### src/rtl/core/plbs_pkg.sv
// ----------------------------------------------------------------------------
// plbs_pkg
// Types and constants shared by the brightness loop core and its multiplier.
// ----------------------------------------------------------------------------
`default_nettype none

package plbs_pkg;

  localparam int ACC_W   = 48;
  localparam int DUTY_W  = 23;
  localparam int ERR_W   = 17;
  localparam int MUL_A_W = 33;
  localparam int MUL_B_W = 25;
  localparam int MUL_P_W = MUL_A_W + MUL_B_W;

  localparam int CFG_IDX_W  = 3;
  localparam int CFG_DATA_W = 32;

  // 100 percent in Q.16
  localparam logic [DUTY_W-1:0] DUTY_FULL = 23'd6553600;

  localparam logic [CFG_IDX_W-1:0] CFG_LUX_SETPOINT  = 3'd0;
  localparam logic [CFG_IDX_W-1:0] CFG_PROP_GAIN     = 3'd1;
  localparam logic [CFG_IDX_W-1:0] CFG_INT_GAIN_STEP = 3'd2;
  localparam logic [CFG_IDX_W-1:0] CFG_DUTY_MAX      = 3'd3;
  localparam logic [CFG_IDX_W-1:0] CFG_MAX_CHANGE    = 3'd4;
  localparam logic [CFG_IDX_W-1:0] CFG_FILTER_ALPHA  = 3'd5;
  localparam logic [CFG_IDX_W-1:0] CFG_OFF_THRESHOLD = 3'd6;

  typedef enum logic [2:0] {
    S_IDLE,
    S_INT,
    S_ACC,
    S_PI,
    S_CHG,
    S_FLT,
    S_DCY,
    S_UPD
  } state_t;

  typedef struct packed {
    logic                      en;
    logic signed [MUL_A_W-1:0] a;
    logic signed [MUL_B_W-1:0] b;
  } mul_op_t;

endpackage

`default_nettype wire

### src/rtl/core/plbs_mul.sv
// ----------------------------------------------------------------------------
// plbs_mul
// Shared signed multiplier with a registered product.
// ----------------------------------------------------------------------------
`default_nettype none

module plbs_mul (
  input  wire logic                                   clk,
  input  wire plbs_pkg::mul_op_t                      op,
  output      logic signed [plbs_pkg::MUL_P_W-1:0]    prod_r
);
  import plbs_pkg::*;

  logic signed [MUL_P_W-1:0] prod_nxt;

  always_comb begin
    prod_nxt = op.a * op.b;
  end

  always_ff @(posedge clk) begin
    if (op.en) begin
      prod_r <= prod_nxt;
    end
  end

endmodule

`default_nettype wire

### config.mk
export PLATFORM = sky130hd
export DESIGN_NAME = plbs_mul
export DESIGN_NICKNAME = d
export VERILOG_FILES = /design/src/rtl/core/plbs_pkg.sv /design/src/rtl/core/plbs_mul.sv
export SDC_FILE = /design/constraint.sdc
export NUM_CORES = 2
export LEC_CHECK = 0
export ABC_CLOCK_PERIOD_IN_PS = 10890
export BUFFER_PORTS_ARGS = -buffer_cell sky130_fd_sc_hd__buf_2
export CAP_MARGIN = 40
export CELL_PAD_IN_SITES_DETAIL_PLACEMENT = 0
export CELL_PAD_IN_SITES_GLOBAL_PLACEMENT = 1
export CORE_MARGIN = 3
export CORE_UTILIZATION = 56
export CTS_BUF_LIST = sky130_fd_sc_hd__clkbuf_8
export DETAILED_ROUTE_END_ITERATION = 6
export PLACE_DENSITY = 0.95
export SLEW_MARGIN = 20
export SYNTH_ARGS = -nofsm -noshare
export SYNTH_HDL_FRONTEND = slang
export SYNTH_SLANG_ARGS = --single-unit
### constraint.sdc
create_clock -name clk -period 10.89 [get_ports clk]
set_clock_uncertainty 0.05 [all_clocks]
set_input_delay 0.5445 -clock clk [delete_from_list [all_inputs] [get_ports clk]]
set_output_delay 0.5445 -clock clk [all_outputs]
set_load 0.02 [all_outputs]
After elaboration in Yosys (flattened, before gate mapping)
Cells that the tools add are included.
{ "word_totals": {"reg_bits": 58, "inputBits": 60, "output_inout_bits": 58, "word_cells": 2} }
{ "op_classes": {"mul": 1} }
{ "ops": {"columns": ["op", "n"], "rows": [
  ["multiplier 33 x 25 -> 58 bit", 1]
]} }

Longest topological paths before layout
{ "depth": {"word_depth": 1, "mapped_depth": 27, "ltp_nobuf": 26} }

Worst setup path after synthesis
OpenSTA, ideal clock, no wires.
{ "synth_path": {"kind": "input to register", "from": "input op[57] in the netlist's numbering", "to": "register prod_r[57] in the netlist's numbering (data pin)", "setup_ps": 138, "arrival_ps": 7187, "path_slack_ps": 3515, "path_stages": 25, "path_cell_list": "clkbuf_1 nand2_1 inv_1 fa_1 fa_1 inv_1 fa_1 inv_1 fa_1 fa_1 fa_1 inv_1 fa_1 inv_1 ha_1 a21o_1 a21o_1 a21o_1 a2111oi_0 o32ai_1 a21oi_2 o21a_1 a21oi_2 or4_1 nand4_1"} }
{ "synth_via": {"elab_chain_len": 1} }
{ "synth_lines": {"columns": ["element", "line", "rtl"], "rows": [
  ["from (decl)", "plbs_mul.sv:9", "input wire plbs_pkg::mul_op_t op,"],
  ["multiplier 33 x 25 -> 58 bit", "plbs_mul.sv:17", "prod_nxt = op.a * op.b;"],
  ["net prod_nxt[57]", "plbs_mul.sv:14", "logic signed [MUL_P_W-1:0] prod_nxt;"],
  ["to (signal assigned)", "plbs_mul.sv:22", "prod_r <= prod_nxt;"],
  ["to (decl)", "plbs_mul.sv:10", "output logic signed [plbs_pkg::MUL_P_W-1:0] prod_r"]
]} }
The timed path passes the listed nets, and every way through them passes these cells.
A chain may end at the register's enable or synchronous reset.

Worst setup path after layout
{ "layout_path": {"from": "input op[1] in the netlist's numbering", "to": "register prod_r[57] in the netlist's numbering (data pin)"} }
The elaborated chain is that of the path after synthesis.

==> results by group <==
Run status
  • Status: complete, no violations

Detailed routing
  • Routed vias: 21.7k
  • Detail Route Antenna Nets: 0
  • DR pass1 iterations: 5
  • Per-cell routed wire length: 20.3 um
  • Starting DRC count in detailed routing: 1590
  • Via/cell ratio: 5.63
  • DRC viols: 0
  • Final wirelength: 78.3 mm

Synthesis
  • Synth Instances: 3163
  • Ys flop type: edfxtp_1
  • Synth Cell Area: 30500 um2
  • Avg Synthesized Cell Area: 9.65 um2
  • YS warnings: 0
  • Top cells by count, synth: 842 x fa_1, 778 x inv_1, 422 x nand2_1
  • EDFF count, synth: 58
  • Area fraction of the dominant cell type after synthesis: 0.552
  • Synth Net Count: 4222
  • Post-synth cell types: 62
  • FFs w/ async S/R, synth: 0
  • Synthesis-stage register bit count: 58
  • Area leader, netlist: fa_1
  • Top post-synthesis cells by area: fa_1 55%, inv_1 9.6%, and2_1 8.4%, ha_1 6.4%, edfxtp_1 5.7%
  • Top-count cell post-synth: fa_1
  • Sequential area share after synthesis: 0.0571

Layout
  • Cell area after layout: 31800 um2
  • Share of post-route cells with drive strength above 1: 0.0522
  • Area growth from synthesis to layout: 4.21%
  • Filler Cells Inserted: 4415
  • Utilization after layout: 0.597
  • NumNets Final: 4213
  • Max reg flops: 58
  • Biggest register: prod_r
  • Regs by FF count: prod_r: 58 flops

GRT
  • GRT Util Overall: 0.292
  • Vias in the first global route: 24.6k
  • Largest net degree at the start of global routing: 59
  • Initial antenna violation count: 7
  • First-pass GRT wire length: 130 mm
  • Grt total ovfl: 0

Timing
  • Final min period: 8.02 ns
  • Final Cycle Share: 0.737
  • Final setup margin: 2.87 ns
  • Setup Viol. Count Final: 0
  • Pins Over Slew Limit: 0
  • Setup_tns: 0 ns
  • Worst slew margin: 0.400
  • Fmax: 125 MHz
  • RSZ-0062 raised after global routing: no
  • Worst-margin pin slew: 0.899 ns
  • Final hold vios: 0

Clocking
  • Clock Sinks: 58
  • # hold bufs at CTS: 0
  • Num CTS Buffers: 9
  • CTS root buf: clkbuf_8
  • Setup Buffers After CTS: 0
  • Clk buf depth: 2
  • CTS tree: done
  • Post-CTS Resized: 0
  • CTS H-tree depth: 3
  • Worst-path clk slew: 0.08 ns

Worst setup path
  • CP max-delay cell: fa_1
  • Crit Path Class: primary input to register
  • Worst stage delay on the critical path: 0.67 ns
  • Delay-heaviest family, CP: adder cells
  • CP required: 11.11 ns
  • CP most frequent cell: fa_1
  • CP endpoint kind: register
  • Crit path max fanout: 33
  • Buf+Inv Stages, Crit Path: 6
  • Critical path startpoint category: primary input
  • Crit path arrival time: 8.24 ns

Placement
  • Pre-CTS WS: 2.58 ns
  • Port bufs: 117
  • Placed cell areas: 31500 um2
  • GP Congestion: 0.944
  • Detailed placer's ending HPWL: 62.3 mm

Flow run
  • Maxcap violations: 0

Floorplanning
  • I/O pins: 118
  • Core area: 53300 um2
  • Die width: 239 um
  • Initial Utilization: 0.573
  • Row count: 84
  • Die area: 57300 um2
  • Die H: 239 um

Hold path
  • Type of the worst min-delay path: primary input to register
==> path summary, 6_finish.rpt <==
kind,start,end,cells past startpoint
max,op[1],prod_r[57],25
min,op[58],prod_r[57],2
==> kinds of logic (layout without fill, tap and decap cells) <==
logic type | count (synthesis) | after routing | synth area share
compound gates | 168 | 168 | 0.0385
flops | 58 | 58 | 0.0571
other cells | 0 | 5 | 0
fa+ha+maj | 999 | 999 | 0.617
buf+inv | 926 | 922 | 0.114
xor+xnor | 63 | 63 | 0.0181
simple gates | 949 | 949 | 0.155
==> layout make-up <==
type	instances	area, um2	share of cell area
well taps	688	861	0.0271
multi-input cells	2179	25300	0.795
clock buffers	9	124	0.00389
repair buffers	127	728	0.0229
inverters	779	2920	0.0919
clock inverters	7	125	0.00393
diodes	5	12.5	0.000393
flip-flops and latches	58	1740	0.0548
==> per-layer routing <==
| metal | GRT usage | vias to the layer above | wire length, um | share of wire |
|---|---|---|---|---|
| met4 | 0.124 | 4 | 3510 | 0.045 |
| met3 | 0.0450 | 271 | 5490 | 0.070 |
| met5 | 0 | - | 24 | 0.00031 |
| met1 | 0.363 | 11400 | 28600 | 0.37 |
| li1 | - | 9077 | - | - |
| met2 | 0.512 | 948 | 40600 | 0.52 |
==> placed cells by master (no fill, tap or decap), drive strengths merged, types with 12 or more instances in the layout <==
cell    instances
nand2         422
a21oi          50
a21o           27
inv           780
nand2b         15
xnor2          44
buf           127
edfxtp         58
fa            842
xor2           19
and2          410
nor2           59
o21bai         12
o21ai          27
ha            157
==> per-stage QoR <==
| stage | instances | hold WS, ns |
|---|---|---|
| after floorplan | 3163 | 0.607 |
| after global placement | 3825 | 0.940 |
| after detailed placement | 3829 | 0.939 |
| after CTS | 3845 | 0.727 |
| after global routing | 3847 | 0.760 |
| final | 3852 | 0.755 |
Power is left out: the tool's default activity adds up to more than one toggle a clock period on the data nets, which glitch-free logic cannot reach.
